**config.mk**
```make
export PLATFORM = sky130hd
export DESIGN_NAME = glyph_rle_bitmap_decoder
export DESIGN_NICKNAME = d
export VERILOG_FILES = /design/src/grbd_pkg.sv /design/src/grbd_front.sv /design/src/grbd_cmd_fifo.sv /design/src/grbd_back.sv /design/src/glyph_rle_bitmap_decoder.sv
export SDC_FILE = /design/constraint.sdc
export NUM_CORES = 2
export LEC_CHECK = 0
export ABC_AREA = 1
export ABC_CLOCK_PERIOD_IN_PS = 8320
export BUFFER_PORTS_ARGS = -buffer_cell sky130_fd_sc_hd__buf_4
export CAP_MARGIN = 30
export CORE_MARGIN = 3
export CORE_UTILIZATION = 60
export DETAILED_ROUTE_END_ITERATION = 6
export HOLD_SLACK_MARGIN = 0.05
export PLACE_DENSITY = 0.73
export REMOVE_ABC_BUFFERS = 1
export SETUP_SLACK_MARGIN = 0.4
export SLEW_MARGIN = 20
export SYNTH_ARGS = -nofsm -noshare
export SYNTH_HDL_FRONTEND = slang
export SYNTH_SLANG_ARGS = --single-unit
```
**constraint.sdc**
```tcl
create_clock -name clk -period 8.32 [get_ports clk]
set_input_delay 2.08 -clock clk [delete_from_list [all_inputs] [get_ports clk]]
set_output_delay 2.08 -clock clk [all_outputs]
set_load 0.02 [all_outputs]
```
**src/grbd_pkg.sv**
```systemverilog
package grbd_pkg;

  // line store geometry
  localparam int LINE_PIXELS = 64;
  localparam int COL_W       = 6;   // column port width
  localparam int ROW_W       = 9;   // row position, one bit of headroom past 255
  localparam int RUN_W       = 6;   // collapsed run counter
  localparam int GCNT_W      = 4;   // gathered-bit counter

  // run-length scheme constants
  localparam logic [RUN_W-1:0]  RUN_LIMIT  = 6'd11;
  localparam logic [GCNT_W-1:0] COUNT_BITS = 4'd6;

  // queue depths
  localparam int CMDQ_DEPTH = 4;
  localparam int OUTQ_DEPTH = 4;

  // coverage scaling: q = (n * recip(bpp)) >> RECIP_SHIFT
  localparam int RECIP_SHIFT = 24;
  localparam int RECIP_W     = 25;

  // register indexes
  localparam logic [1:0] CFG_BPP    = 2'd0;
  localparam logic [1:0] CFG_MODE   = 2'd1;
  localparam logic [1:0] CFG_WIDTH  = 2'd2;
  localparam logic [1:0] CFG_HEIGHT = 2'd3;

  // coding modes
  localparam logic [1:0] MODE_RAW     = 2'd0;
  localparam logic [1:0] MODE_RLE_XOR = 2'd1;

  // register reset values
  localparam logic [3:0] BPP_RST    = 4'd4;
  localparam logic [1:0] MODE_RST   = MODE_RLE_XOR;
  localparam logic [6:0] WIDTH_RST  = 7'd8;
  localparam logic [7:0] HEIGHT_RST = 8'd8;

  // effective configuration, already clamped
  typedef struct packed {
    logic [3:0] bpp;       // 1..8
    logic       raw;
    logic       xor_rows;
    logic [6:0] width;     // 0..LINE_PIXELS
    logic [7:0] height;
  } cfg_t;

  // one decoded step: optional glyph restart, a run of a value, then a literal
  typedef struct packed {
    logic             start;
    logic [7:0]       run_val;
    logic [RUN_W-1:0] run_cnt;
    logic             lit_valid;
    logic [7:0]       lit_val;
  } cmd_t;

  typedef struct packed {
    logic [7:0]       coverage;
    logic [COL_W-1:0] column;
    logic [7:0]       row_index;
    logic             last_pixel;
  } pix_t;

  // ceil(2^24 / (2^bpp - 1)); exact for numerators below 2^16
  function automatic logic [RECIP_W-1:0] recip(input logic [3:0] bpp);
    logic [RECIP_W-1:0] r;
    unique case (bpp)
      4'd1:    r = 25'd16777216;
      4'd2:    r = 25'd5592406;
      4'd3:    r = 25'd2396746;
      4'd4:    r = 25'd1118482;
      4'd5:    r = 25'd541201;
      4'd6:    r = 25'd266306;
      4'd7:    r = 25'd132105;
      default: r = 25'd65794;
    endcase
    return r;
  endfunction

endpackage

```
**src/grbd_front.sv**
```systemverilog
module grbd_front import grbd_pkg::*; (
  input  logic clk,
  input  logic rst_n,
  input  cfg_t cfg,
  input  logic bit_valid,
  input  logic stream_bit,
  input  logic glyph_start,
  output logic cmd_push,
  output cmd_t cmd
);

  typedef enum logic [2:0] {
    PH_LIT     = 3'd0,
    PH_FLAG    = 3'd1,
    PH_COUNT   = 3'd2,
    PH_TAIL    = 3'd3,
    PH_END_LIT = 3'd4
  } phase_t;

  phase_t              phase_r, phase_nxt, ph;
  logic [7:0]          prev_r, prev_nxt, prev;
  logic [RUN_W-1:0]    rc_r, rc_nxt, rc;
  logic                seen_r, seen_nxt, seen;
  logic [7:0]          gath_r, gath_nxt, gath;
  logic [GCNT_W-1:0]   gcnt_r, gcnt_nxt, gcnt;
  logic [GCNT_W-1:0]   gcnt_inc, gn;
  logic [7:0]          gshift, gval, gmask;
  logic                gdone;

  always_comb begin
    ph   = phase_r;
    prev = prev_r;
    rc   = rc_r;
    seen = seen_r;
    gath = gath_r;
    gcnt = gcnt_r;
    if (glyph_start) begin
      ph   = PH_LIT;
      prev = '0;
      rc   = '0;
      seen = 1'b0;
      gath = '0;
      gcnt = '0;
    end

    gcnt_inc = gcnt + 4'd1;
    gshift   = {gath[6:0], stream_bit};
    gn       = (!cfg.raw && ph == PH_COUNT) ? COUNT_BITS : cfg.bpp;
    gdone    = gcnt_inc >= gn;
    gmask    = 8'((16'd1 << gn) - 16'd1);
    gval     = gshift & gmask;

    phase_nxt = ph;
    prev_nxt  = prev;
    rc_nxt    = rc;
    seen_nxt  = seen;
    gath_nxt  = gdone ? 8'd0 : gshift;
    gcnt_nxt  = gdone ? '0 : gcnt_inc;

    cmd           = '0;
    cmd.start     = glyph_start;
    cmd.run_val   = prev;
    cmd.lit_val   = gval;

    if (cfg.raw) begin
      cmd.lit_valid = gdone;
    end else begin
      unique case (ph)
        PH_FLAG: begin
          // repeat flags take no gather bits
          gath_nxt = gath;
          gcnt_nxt = gcnt;
          rc_nxt   = rc + 6'd1;
          if (stream_bit) begin
            if (rc_nxt >= RUN_LIMIT) begin
              phase_nxt = PH_COUNT;
              gath_nxt  = '0;
              gcnt_nxt  = '0;
            end else begin
              cmd.run_cnt = 6'd1;
            end
          end else begin
            phase_nxt = PH_END_LIT;
          end
        end
        PH_COUNT: begin
          if (gdone) begin
            rc_nxt = gval[RUN_W-1:0];
            if (gval == 8'd0) begin
              phase_nxt = PH_END_LIT;
            end else begin
              // all but the last repeat now, the last on the next bit
              cmd.run_cnt = gval[RUN_W-1:0] - 6'd1;
              phase_nxt   = PH_TAIL;
            end
          end
        end
        PH_TAIL: begin
          cmd.run_cnt = 6'd1;
          phase_nxt   = PH_END_LIT;
          if (gdone) begin
            prev_nxt      = gval;
            cmd.lit_valid = 1'b1;
            phase_nxt     = PH_LIT;
          end
        end
        PH_END_LIT: begin
          if (gdone) begin
            prev_nxt      = gval;
            cmd.lit_valid = 1'b1;
            phase_nxt     = PH_LIT;
          end
        end
        default: begin
          if (gdone) begin
            if (seen && gval == prev) begin
              phase_nxt = PH_FLAG;
              rc_nxt    = '0;
            end else begin
              phase_nxt = PH_LIT;
            end
            seen_nxt      = 1'b1;
            prev_nxt      = gval;
            cmd.lit_valid = 1'b1;
          end
        end
      endcase
    end

    cmd_push = bit_valid && (cmd.start || cmd.run_cnt != '0 || cmd.lit_valid);
  end

  always_ff @(posedge clk) begin
    if (!rst_n) begin
      phase_r <= PH_LIT;
      prev_r  <= '0;
      rc_r    <= '0;
      seen_r  <= 1'b0;
      gath_r  <= '0;
      gcnt_r  <= '0;
    end else if (bit_valid) begin
      phase_r <= phase_nxt;
      prev_r  <= prev_nxt;
      rc_r    <= rc_nxt;
      seen_r  <= seen_nxt;
      gath_r  <= gath_nxt;
      gcnt_r  <= gcnt_nxt;
    end
  end

endmodule

```
**src/grbd_cmd_fifo.sv**
```systemverilog
module grbd_cmd_fifo import grbd_pkg::*; (
  input  logic clk,
  input  logic rst_n,
  input  logic push,
  input  cmd_t din,
  output logic full,
  input  logic pop,
  output cmd_t dout,
  output logic empty
);

  localparam int PTR_W = $clog2(CMDQ_DEPTH);
  localparam int CNT_W = $clog2(CMDQ_DEPTH + 1);

  cmd_t             mem_r [CMDQ_DEPTH];
  logic [PTR_W-1:0] wp_r, wp_nxt, rp_r, rp_nxt;
  logic [CNT_W-1:0] cnt_r, cnt_nxt;
  logic             do_push, do_pop;

  assign do_push = push && !full;
  assign do_pop  = pop && !empty;
  assign full    = cnt_r == CNT_W'(CMDQ_DEPTH);
  assign empty   = cnt_r == '0;
  assign dout    = mem_r[rp_r];

  always_comb begin
    wp_nxt = wp_r;
    rp_nxt = rp_r;
    if (do_push) begin
      wp_nxt = (wp_r == PTR_W'(CMDQ_DEPTH - 1)) ? '0 : wp_r + 1'b1;
    end
    if (do_pop) begin
      rp_nxt = (rp_r == PTR_W'(CMDQ_DEPTH - 1)) ? '0 : rp_r + 1'b1;
    end
    cnt_nxt = cnt_r + CNT_W'(do_push) - CNT_W'(do_pop);
  end

  always_ff @(posedge clk) begin
    if (do_push) begin
      mem_r[wp_r] <= din;
    end
  end

  always_ff @(posedge clk) begin
    if (!rst_n) begin
      wp_r  <= '0;
      rp_r  <= '0;
      cnt_r <= '0;
    end else begin
      wp_r  <= wp_nxt;
      rp_r  <= rp_nxt;
      cnt_r <= cnt_nxt;
    end
  end

endmodule

```
**src/grbd_back.sv**
```systemverilog
module grbd_back import grbd_pkg::*; (
  input  logic clk,
  input  logic rst_n,
  input  cfg_t cfg,
  input  logic cmd_empty,
  input  cmd_t cmd,
  output logic cmd_pop,
  output logic out_empty,
  input  logic out_pop,
  output pix_t out_pix
);

  localparam int OQ_PTR_W = $clog2(OUTQ_DEPTH);
  localparam int OQ_CNT_W = $clog2(OUTQ_DEPTH + 1);
  localparam int PROD_W   = 16 + RECIP_W;
  localparam int LS_W     = $clog2(LINE_PIXELS);

  // ---------------- stage A: pixel sequencer ----------------
  logic [COL_W-1:0] col_r, col_nxt, cur_col, c1;
  logic [ROW_W-1:0] row_r, row_nxt, cur_row, r1, h_ext;
  logic             done_r, done_nxt, cur_done;
  logic [RUN_W-1:0] run_done_r, run_done_nxt, run_inc;
  logic [6:0]       c2;
  logic             go, restart, have_run, do_emit, last_step;
  logic             wrap1, wrap2, pix_last, a_pix;
  logic [7:0]       emit_val;
  logic [OQ_CNT_W:0] occ;

  // ---------------- stage B: line store / row XOR ----------------
  logic [7:0]       ls_mem [LINE_PIXELS];
  logic [7:0]       ls_rd_r;
  logic             b_vld_r, b_last_r, b_xor_r;
  logic [7:0]       b_val_r, b_row_r;
  logic [COL_W-1:0] b_col_r;
  logic             wr_fresh_r;
  logic [COL_W-1:0] wr_col_r;
  logic [7:0]       wr_val_r;
  logic [7:0]       maxv, base, vx;
  logic [15:0]      num;

  // ---------------- stage C: scaling ----------------
  logic             c_vld_r, c_last_r;
  logic [15:0]      c_n_r;
  logic [COL_W-1:0] c_col_r;
  logic [7:0]       c_row_r;
  logic [PROD_W-1:0] prod;
  pix_t             c_pix;

  // ---------------- output queue ----------------
  pix_t                oq_mem [OUTQ_DEPTH];
  logic [OQ_PTR_W-1:0] oq_wp_r, oq_rp_r;
  logic [OQ_CNT_W-1:0] oq_cnt_r;
  logic                oq_pop;

  // credit: everything in flight must fit in the output queue
  assign occ = {1'b0, oq_cnt_r} + (OQ_CNT_W + 1)'(b_vld_r) + (OQ_CNT_W + 1)'(c_vld_r);
  assign go  = !cmd_empty && (occ < (OQ_CNT_W + 1)'(OUTQ_DEPTH));

  always_comb begin
    restart  = (run_done_r == '0) && cmd.start;
    cur_col  = restart ? '0 : col_r;
    cur_row  = restart ? '0 : row_r;
    cur_done = restart ? 1'b0 : done_r;

    have_run  = run_done_r < cmd.run_cnt;
    do_emit   = have_run || cmd.lit_valid;
    emit_val  = have_run ? cmd.run_val : cmd.lit_val;
    run_inc   = run_done_r + 6'd1;
    last_step = !have_run || (run_inc == cmd.run_cnt && !cmd.lit_valid);

    h_ext    = {1'b0, cfg.height};
    wrap1    = {1'b0, cur_col} >= cfg.width;
    c1       = wrap1 ? '0 : cur_col;
    r1       = wrap1 ? cur_row + 9'd1 : cur_row;
    c2       = {1'b0, c1} + 7'd1;
    wrap2    = c2 >= cfg.width;
    pix_last = ({1'b0, c1} == cfg.width - 7'd1) && (r1 == h_ext - 9'd1);

    col_nxt  = cur_col;
    row_nxt  = cur_row;
    done_nxt = cur_done;
    a_pix    = 1'b0;
    if (do_emit && !cur_done) begin
      if (cfg.width == '0 || cfg.height == '0) begin
        done_nxt = 1'b1;
      end else if (r1 >= h_ext) begin
        done_nxt = 1'b1;
        col_nxt  = c1;
        row_nxt  = r1;
      end else begin
        a_pix = 1'b1;
        if (wrap2) begin
          col_nxt = '0;
          row_nxt = r1 + 9'd1;
        end else begin
          col_nxt = c2[COL_W-1:0];
          row_nxt = r1;
        end
        if (pix_last) begin
          done_nxt = 1'b1;
        end
      end
    end

    run_done_nxt = last_step ? '0 : run_inc;
    cmd_pop      = go && last_step;
  end

  always_ff @(posedge clk) begin
    if (!rst_n) begin
      col_r      <= '0;
      row_r      <= '0;
      done_r     <= 1'b1;
      run_done_r <= '0;
      b_vld_r    <= 1'b0;
    end else begin
      b_vld_r <= go && a_pix;
      if (go) begin
        col_r      <= col_nxt;
        row_r      <= row_nxt;
        done_r     <= done_nxt;
        run_done_r <= run_done_nxt;
      end
    end
  end

  always_ff @(posedge clk) begin
    b_val_r  <= emit_val;
    b_col_r  <= c1;
    b_row_r  <= r1[7:0];
    b_last_r <= pix_last;
    b_xor_r  <= cfg.xor_rows && (r1 != '0);
  end

  // line store: read in stage A, write back in stage B
  always_ff @(posedge clk) begin
    if (go && a_pix) begin
      ls_rd_r <= ls_mem[c1[LS_W-1:0]];
    end
    if (b_vld_r) begin
      ls_mem[b_col_r[LS_W-1:0]] <= vx;
    end
  end

  always_comb begin
    maxv = 8'((9'd1 << cfg.bpp) - 9'd1);
    // one-pixel rows: the entry written last cycle is not in ls_rd_r yet
    base = (wr_fresh_r && wr_col_r == b_col_r) ? wr_val_r : ls_rd_r;
    vx   = (b_val_r & maxv) ^ (b_xor_r ? base : 8'd0);
    num  = {vx, 8'h00} - {8'h00, vx} + {9'h000, maxv[7:1]};
  end

  always_ff @(posedge clk) begin
    if (!rst_n) begin
      wr_fresh_r <= 1'b0;
      c_vld_r    <= 1'b0;
    end else begin
      wr_fresh_r <= b_vld_r;
      c_vld_r    <= b_vld_r;
    end
  end

  always_ff @(posedge clk) begin
    wr_col_r <= b_col_r;
    wr_val_r <= vx;
    c_n_r    <= num;
    c_col_r  <= b_col_r;
    c_row_r  <= b_row_r;
    c_last_r <= b_last_r;
  end

  always_comb begin
    prod             = PROD_W'(c_n_r) * PROD_W'(recip(cfg.bpp));
    c_pix.coverage   = prod[RECIP_SHIFT +: 8];
    c_pix.column     = c_col_r;
    c_pix.row_index  = c_row_r;
    c_pix.last_pixel = c_last_r;
  end

  // output queue; space is reserved by the credit check
  assign oq_pop    = out_pop && !out_empty;
  assign out_empty = oq_cnt_r == '0;
  assign out_pix   = oq_mem[oq_rp_r];

  always_ff @(posedge clk) begin
    if (c_vld_r) begin
      oq_mem[oq_wp_r] <= c_pix;
    end
  end

  always_ff @(posedge clk) begin
    if (!rst_n) begin
      oq_wp_r  <= '0;
      oq_rp_r  <= '0;
      oq_cnt_r <= '0;
    end else begin
      if (c_vld_r) begin
        oq_wp_r <= (oq_wp_r == OQ_PTR_W'(OUTQ_DEPTH - 1)) ? '0 : oq_wp_r + 1'b1;
      end
      if (oq_pop) begin
        oq_rp_r <= (oq_rp_r == OQ_PTR_W'(OUTQ_DEPTH - 1)) ? '0 : oq_rp_r + 1'b1;
      end
      oq_cnt_r <= oq_cnt_r + OQ_CNT_W'(c_vld_r) - OQ_CNT_W'(oq_pop);
    end
  end

endmodule

```
**src/glyph_rle_bitmap_decoder.sv**
```systemverilog
// Glyph bitmap decoder (raw / run-length / run-length with row XOR).
//
// Input: one stream bit per beat, MSB first, on in_push/in_full. Raise
// in_glyph_start with the first bit of a glyph; bits outside a glyph and
// bits after its last pixel are dropped. Output: one coverage pixel per
// beat on out_empty/out_pop, row-major, with column, row and a last flag.
// Config: cfg_we/cfg_index/cfg_wdata; the user writes it only while the
// block is idle; the block itself does not enforce this.
// Front decoder takes a bit every cycle unless in_full and turns it into
// a command (glyph restart, a run of a repeated value, then an optional
// literal); a 4-entry command queue feeds the pixel sequencer, which
// issues one pixel per cycle while the output queue has room, through
// line store, XOR and scaling stages into a 4-entry output queue. A
// collapsed run holds the sequencer pixel by pixel; the input stalls
// (in_full) once the command queue fills. Reset clears the decoder and
// marks the glyph done; the line store keeps its contents. A stalled
// receiver backs up the output queue, then the sequencer, then the
// command queue, then in_full.
module glyph_rle_bitmap_decoder import grbd_pkg::*; (
  input  logic             clk,
  input  logic             rst_n,
  // stream input
  input  logic             in_push,
  output logic             in_full,
  input  logic             in_stream_bit,
  input  logic             in_glyph_start,
  // pixel output
  output logic             out_empty,
  input  logic             out_pop,
  output logic [7:0]       out_coverage,
  output logic [COL_W-1:0] out_column,
  output logic [7:0]       out_row_index,
  output logic             out_last_pixel,
  // register writes
  input  logic             cfg_we,
  input  logic [1:0]       cfg_index,
  input  logic [7:0]       cfg_wdata
);

  logic [3:0] bpp_r;
  logic [1:0] mode_r;
  logic [6:0] width_r;
  logic [7:0] height_r;
  cfg_t       cfg;

  logic in_beat;
  logic cmd_push, cmd_full, cmd_pop, cmd_empty;
  cmd_t cmd_in, cmd_head;
  pix_t pix;

  always_ff @(posedge clk) begin
    if (!rst_n) begin
      bpp_r    <= BPP_RST;
      mode_r   <= MODE_RST;
      width_r  <= WIDTH_RST;
      height_r <= HEIGHT_RST;
    end else if (cfg_we) begin
      unique case (cfg_index)
        CFG_BPP:    bpp_r    <= cfg_wdata[3:0];
        CFG_MODE:   mode_r   <= cfg_wdata[1:0];
        CFG_WIDTH:  width_r  <= cfg_wdata[6:0];
        CFG_HEIGHT: height_r <= cfg_wdata;
      endcase
    end
  end

  // clamp register values into what the datapath handles
  always_comb begin
    if (bpp_r == 4'd0) begin
      cfg.bpp = 4'd1;
    end else if (bpp_r > 4'd8) begin
      cfg.bpp = 4'd8;
    end else begin
      cfg.bpp = bpp_r;
    end
    cfg.raw      = mode_r == MODE_RAW;
    cfg.xor_rows = mode_r == MODE_RLE_XOR;   // mode 3 decodes as plain RLE
    cfg.width    = (width_r > 7'(LINE_PIXELS)) ? 7'(LINE_PIXELS) : width_r;
    cfg.height   = height_r;
  end

  assign in_full = cmd_full;
  assign in_beat = in_push && !cmd_full;

  grbd_front u_front (
    .clk         (clk),
    .rst_n       (rst_n),
    .cfg         (cfg),
    .bit_valid   (in_beat),
    .stream_bit  (in_stream_bit),
    .glyph_start (in_glyph_start),
    .cmd_push    (cmd_push),
    .cmd         (cmd_in)
  );

  grbd_cmd_fifo u_cmdq (
    .clk   (clk),
    .rst_n (rst_n),
    .push  (cmd_push),
    .din   (cmd_in),
    .full  (cmd_full),
    .pop   (cmd_pop),
    .dout  (cmd_head),
    .empty (cmd_empty)
  );

  grbd_back u_back (
    .clk       (clk),
    .rst_n     (rst_n),
    .cfg       (cfg),
    .cmd_empty (cmd_empty),
    .cmd       (cmd_head),
    .cmd_pop   (cmd_pop),
    .out_empty (out_empty),
    .out_pop   (out_pop),
    .out_pix   (pix)
  );

  assign out_coverage   = pix.coverage;
  assign out_column     = pix.column;
  assign out_row_index  = pix.row_index;
  assign out_last_pixel = pix.last_pixel;

endmodule

```
Yosys cells after proc, flatten, opt, wreduce, memory -nomap -nowiden

Memory sizes are Yosys's and may differ from the RTL's. A register that Yosys moved wholly into a read port is not among the register bits.
Index checks and enable logic that the tools add are counted.

Reduce and logical (&&, ||, !) cells: 46
Add/subtract/negate cells: 23
Shift operators: 2
$mul: 1
Equality and inequality tests: 25
Magnitude comparators: 9
Multiplexer cells: 89
Bitwise gates (word level): 3

Operators by type and width:

| operator                                                           | number |
|---|---|
| 25-bit case mux with 7 select lines                                | 1 |
| 8-bit 2-to-1 mux                                                   | 13 |
| 6-bit 2-to-1 mux                                                   | 16 |
| 9-bit 2-to-1 mux                                                   | 6 |
| 4-bit 2-to-1 mux                                                   | 9 |
| 6-bit case mux with 3 select lines                                 | 2 |
| 16-bit by 25-bit multiplier with 32-bit output                     | 1 |
| 3-bit 2-to-1 mux                                                   | 9 |
| 1-bit 2-to-1 mux                                                   | 23 |
| 9-bit by 1-bit adder with 9-bit output, second input constant      | 2 |
| 16-bit by 7-bit adder with 16-bit output                           | 1 |
| 8-bit bitwise AND                                                  | 2 |
| 4-bit by 3-bit == test with 1-bit output, second input constant    | 4 |
| 1-bit logical AND                                                  | 16 |
| 8-bit zero test                                                    | 2 |
| 2-bit 2-to-1 mux                                                   | 8 |
| 1-bit by 4-bit left shift with 8-bit output, first input constant  | 2 |
| 16-bit by 8-bit subtractor with 16-bit output                      | 1 |
| 8-bit by 1-bit subtractor with 8-bit output, second input constant | 2 |
| 6-bit by 1-bit adder with 6-bit output, second input constant      | 2 |
| 2-bit == test, second input constant                               | 6 |
| 6-bit == test                                                      | 2 |
| 3-bit case mux with 4 select lines                                 | 1 |
| 9-bit == test                                                      | 1 |
| 41 further kinds                                                   | 66 |

Memories: 3
Flip-flop bits (word level): 152
Bits in writable memories: 700
Logic and storage cells: 233

Memories:

| memory        | words | bits a word | rd ports | clocked after memory_dff | write ports | line                | source |
|---|---|---|---|---|---|---|---|
| u_back.ls_mem | 64    | 8           | 1        | 1                        | 1           | grbd_back.sv:30     | `logic [7:0] ls_mem [LINE_PIXELS];` |
| u_cmdq.mem_r  | 4     | 24          | 1        | 1                        | 1           | grbd_cmd_fifo.sv:15 | `cmd_t mem_r [CMDQ_DEPTH];` |
| u_back.oq_mem | 4     | 23          | 1        | 1                        | 1           | grbd_back.sv:50     | `pix_t oq_mem [OUTQ_DEPTH];` |

Logic depth before layout (Yosys ltp)

Word-level depth: 19
Mapped depth: 37
Depth with buffers taken out: 35

Modules after synthesis

Synthesis repeated with hierarchy kept, for this count alone.

Cells, all modules: 4556
Area, all modules: 47362.9 um^2

Modules (own cells, without submodules):

| module                   | area each (um^2) | cells each | times used |
|---|---|---|---|
| grbd_back                | 39350.2          | 3642       | 1 |
| grbd_cmd_fifo            | 4215.3           | 298        | 1 |
| grbd_front               | 2815.2           | 479        | 1 |
| glyph_rle_bitmap_decoder | 982.2            | 137        | 1 |

Least setup slack after synthesis

Ideal clock, no wire load.

Kind: reg2reg
From: register bpp_r[2]
To: memory u_back.oq_mem[0][20] (netlist bit), data pin
Stages on the path, launching flop included: 33
Buffers on the path: 1
Slack: 1.901 ns
Setup time: 0.270 ns
Data arrival time: 6.149 ns
Path through: dfxtp_1 -> inv_2 -> nor2_2 -> inv_2 -> nor2_1 -> inv_1 -> nor2_1 -> clkbuf_1 -> nor2_1 -> inv_1 -> nand2_1 -> fa_1 -> inv_1 -> fa_1 -> inv_1 -> fa_1 -> inv_1 -> fa_1 -> inv_1 -> fa_1 -> fa_1 -> inv_1 -> ha_1 -> a21oi_1 -> nand2_1 -> nand2_1 -> o211ai_1 -> a31oi_1 -> nand2_1 -> a21boi_0 -> o21ai_0 -> nand2_1 -> nand2_1

Longest elaborated chain between the ends: 6
Elaborated cells on any way between the ends: 13

Ends and longest elaborated chain:

| item                                                             | line                           | source |
|---|---|---|
| start: declaration                                               | glyph_rle_bitmap_decoder.sv:40 | `logic [3:0] bpp_r;` |
| start signal: assignment                                         | glyph_rle_bitmap_decoder.sv:59 | `CFG_BPP: bpp_r <= cfg_wdata[3:0];` |
| 4-bit greater-than comparator                                    | glyph_rle_bitmap_decoder.sv:71 | `end else if (bpp_r > 4'd8) begin` |
| 4-bit 2-to-1 mux                                                 | glyph_rle_bitmap_decoder.sv:71 |  |
| 4-bit 2-to-1 mux (*)                                             | glyph_rle_bitmap_decoder.sv:69 | `if (bpp_r == 4'd0) begin` |
| 4-bit by 3-bit == test with 1-bit output (tied with other cells) | grbd_pkg.sv:66                 | `unique case (bpp)` |
| 25-bit case mux with 7 select lines (*)                          | grbd_pkg.sv:66                 |  |
| 16-bit by 25-bit multiplier with 32-bit output (*)               | grbd_back.sv:173               | `prod = PROD_W'(c_n_r) * PROD_W'(recip(cfg.bpp));` |
| net u_back.prod[29]                                              | grbd_back.sv:46                | `logic [PROD_W-1:0] prod;` |
| end: declaration                                                 | grbd_back.sv:50                |  |

The timed path passes the listed nets; every way through them passes the cells marked *.

Worst setup path in the final report

From: register bpp_r[3]
To: memory u_back.oq_mem[0][21] (netlist bit), data pin

Same word-level chain as after synthesis.

==> results.json <==
{
  "seq_power_share_pct": 31.1,
  "die_w_microns": 283,
  "synthAdderAreaFrac_pct": 14.8,
  "hp-class": "reg -> reg",
  "cp_max_fo": 14,
  "ys_warn_count": 0,
  "avgSynthCellArea_sq_um": 10.3,
  "yosysTopAreaCellShare_pct": 46.2,
  "route.detailed.drc": 0,
  "crit_type": "reg -> reg",
  "initial_utilization_pct": 61.2,
  "mappedNetlistArea_sq_mm": 0.0461,
  "fp-row-count": 100,
  "clock_latency_ps": 650,
  "dr.first_iter.drc_count": 3409,
  "cts_made_buffers": 87,
  "p_sw_share_pct": 42.8,
  "fin_setup_tns_ps": 0,
  "r2r_slack_ps": 990,
  "cts_tree": "yes",
  "synthCells": 4451,
  "cpPeakStageDelay_ps": 540,
  "fin_worst_skew_ps": 41.1,
  "synth_top_family_by_area": "adder cells",
  "place_ws_ps": 1020,
  "first_global_vias": 31900,
  "ios": 42,
  "hold_start": "u_back.b_last_r",
  "p_switching_mw": 8.49,
  "clock_tree.root_cell": "clkbuf_16",
  "cts.htree.levels": 3,
  "cts.path.max_buffers": 3,
  "placedInstanceArea_sq_mm": 0.0474,
  "synth-edff-count": 708,
  "synth-compound-area-share_pct": 11.1,
  "synth-simple-area-share_pct": 13.0,
  "worstHoldEndpoint": "u_back.c_last_r",
  "crit_top_cell": "inv_1",
  "irDropWorstVdd_v": 0.000371,
  "endpoint_kind": "register",
  "slew_viol_final": 0,
  "grt_first_pass_wirelength_microns": 181000,
  "worstPathArrival_ps": 7750,
  "synth_cell_types": 61,
  "wl_per_cell_microns": 21.2,
  "timing.final.hold_violations": 0,
  "grt.overflow.total": 0,
  "async_flop_share_pct": 0,
  "post-cts-setup-buffers": 0,
  "status": "complete, no violations",
  "ys_ff_latch": 863,
  "reg2reg_depth": 32,
  "dpl.hpwl_microns": 78700,
  "synth_mux_area_share_pct": 0,
  "p_leak_nw": 20.0,
  "die_y_microns": 283,
  "crit_slowest_cell": "fa_1",
  "ant_nets": 0,
  "slew_headroom_pct": 29.1,
  "netlist_top_cells_area": "edfxtp_1 46%, fa_1 9.4%, dfxtp_1 6.7%",
  "cellPowerDensity_mw_per_mm2": 394,
  "die_area_sq_mm": 0.0801,
  "setup_slack_ps": 994,
  "internal-power_mw": 11.3,
  "worstReg2RegEnd": "u_back.oq_mem[0][21]",
  "finalSetupViolCount": 0,
  "fin_area_sq_mm": 0.0504,
  "clkSinkCount": 863,
  "fin_nets": 4874,
  "rsz0062_at_grt": "no",
  "seq_area_frac_synth_pct": 52.9,
  "antenna_cells": 0,
  "cap_violations": 0,
  "pwr-share-comb_pct": 49.2,
  "required_ps": 8740,
  "num_vias": 32600,
  "track_usage_pct": 28.9,
  "hold_buffers": 0,
  "io_buffer_count": 41,
  "drive_gt1_share_pct": 7.06,
  "drt-vias-per-instance": 5.89,
  "synthFlopType": "edfxtp_1",
  "antenna_found_initial": 4,
  "fin_crit_ps": 7330,
  "first_pass_iters": 5,
  "clockPowerShare_pct": 19.7,
  "grt_max_degree": 201,
  "yosysTopAreaCell": "edfxtp_1",
  "coreArea_sq_mm": 0.0752,
  "startpoint_type": "register",
  "timing.rr.start": "bpp_r[3]",
  "finalCritPeriodShare_pct": 88.0,
  "worstMarginPinSlew_ps": 1050,
  "fin_util_pct": 67.0,
  "clkTransAtPathRegs_ps": 60,
  "routabilityCongestion": 1.02,
  "min_path_cells": 0,
  "area_growth_pct": 9.35,
  "wl_microns": 117000,
  "synth_xor_area_share_pct": 1.57,
  "fmax_ghz": 0.137
}
[flip-flops by register name, indices dropped and copies added (netlist names), 4 cells and up, named ones only]
register	count
u_front.gcnt_r	4
u_back.ls_rd_r	8
u_back.c_row_r	8
u_front.rc_r	6
u_back.b_col_r	6
u_back.wr_col_r	6
u_back.b_row_r	8
height_r	8
u_front.gath_r	7
u_back.b_val_r	8
u_back.oq_mem	92
u_back.row_r	9
u_back.col_r	6
u_back.run_done_r	6
u_back.c_n_r	16
width_r	7
u_back.wr_val_r	8
u_front.prev_r	8
u_back.ls_mem	512
bpp_r	4
u_cmdq.mem_r	96
[cells by family (layout without fill, tap and decap cells)]
family	after synthesis	in the layout
XOR/XNOR	80	80
AO/OA/AOI/OAI	869	869
flip-flops	863	863
other	1	2
buffers and inverters	791	856
AND/OR/NAND/NOR	1433	1433
adder cells (fa/ha/maj)	414	414
[worst max path at each step]
stage | from | end | depth (start not counted)
after floorplan | register | u_back.ls_rd_r[0] | 19
after detailed placement | bpp_r[3] | u_back.oq_mem[3][20] | 31
after global placement | bpp_r[3] | u_back.oq_mem[2][21] | 29
final | bpp_r[3] | u_back.oq_mem[0][21] | 32
after CTS | bpp_r[3] | u_back.oq_mem[3][20] | 31
after global routing | bpp_r[3] | u_back.oq_mem[0][21] | 32
[worst max-delay path, delay by kind of cell, from the launching register on]
| kind | cells | cell delay [ps] |
|---|---|---|
| XOR/XNOR | 1 | 260 |
| AND/OR/NAND/NOR | 13 | 1890 |
| adder cells (fa/ha/maj) | 7 | 3260 |
| flip-flops | 1 | 410 |
| buffers and inverters | 10 | 1150 |
| AO/OA/AOI/OAI | 1 | 120 |
[through the flow]
stage          instances  total power [mW]  hold WS [ps]
5_1_grt             5537              21.3           342
3_5_place_dp        5373              15.8           318
6_report            5537              19.8           334
4_1_cts             5536              19.8           334
3_3_place_gp        5368              15.6           320
2_1_floorplan       4256              12.8           310
[synthesized netlist by cell type (all sizes together) (2+ instances only)]
master / n
nor2: 753
edfxtp: 708
inv: 582
o21ai: 434
nand2: 430
fa: 217
ha: 197
nand3: 158
dfxtp: 155
clkbuf: 147
a21oi: 142
o211ai: 90
o22ai: 75
o221ai: 68
xor2: 65
buf: 49
nand4: 35
nor3: 26
a221oi: 15
xnor2: 15
clkinv: 13
nor4: 13
a31oi: 12
a211oi: 11
nand3b: 7
or2: 7
a32o: 5
o21a: 5
a21boi: 2
a21o: 2
and2: 2
o211a: 2
o21bai: 2
[layout make-up]
cell class                      count  area [sq um]
Tap cell                         1020          1280
Clock buffer                      106          2330
Fill cell                        5688         24800
Clock inverter                     57           567
Sequential cell                   863         24400
Multi-Input combinational cell   2798         18700
Inverter                          595          2240
Timing Repair Buffer               98           886
[power groups by stage]
stage	clock network [mW]	logic [mW]	registers, mW
after CTS	3.95	9.66	6.15
after global placement	0	9.36	6.24
after detailed placement	0	9.60	6.24
final	3.90	9.75	6.17
after floorplan	0	6.66	6.15
after global routing	4.12	11.0	6.19
[routing by layer]
| metal | vias to the layer above | track usage, % | wire [microns] |
|---|---|---|---|
| li1 | 15200 | - | - |
| met1 | 15600 | 41.0 | 49200 |
| met2 | 1598 | 44.6 | 52600 |
| met3 | 244 | 6.39 | 11900 |
| met4 | 0 | 9.88 | 3620 |
| met5 | - | 0 | 0 |
[layout by cell type (no fill, tap or decap), drive strengths merged, types with 5 or more instances in the layout]
cell type / instances
a21oi: 142
buf: 98
bufinv: 7
o21a: 5
nand2: 430
edfxtp: 708
nor2: 753
ha: 197
a221oi: 15
nand4: 35
o21ai: 434
inv: 587
dfxtp: 155
nand3b: 7
clkinvlp: 7
o221ai: 68
o211ai: 90
nor3: 26
o22ai: 75
or2: 7
xor2: 65
a211oi: 11
clkbuf: 106
a32o: 5
xnor2: 15
nand3: 158
nor4: 13
fa: 217
clkinv: 51
a31oi: 12
[timing repair]
item                       in CTS  in global routing
hold endpoints to repair        0                  0
gates resized for setup         0                  1
setup endpoints to repair       0                  4
No activity file was read; power rests on OpenSTA's default activity.
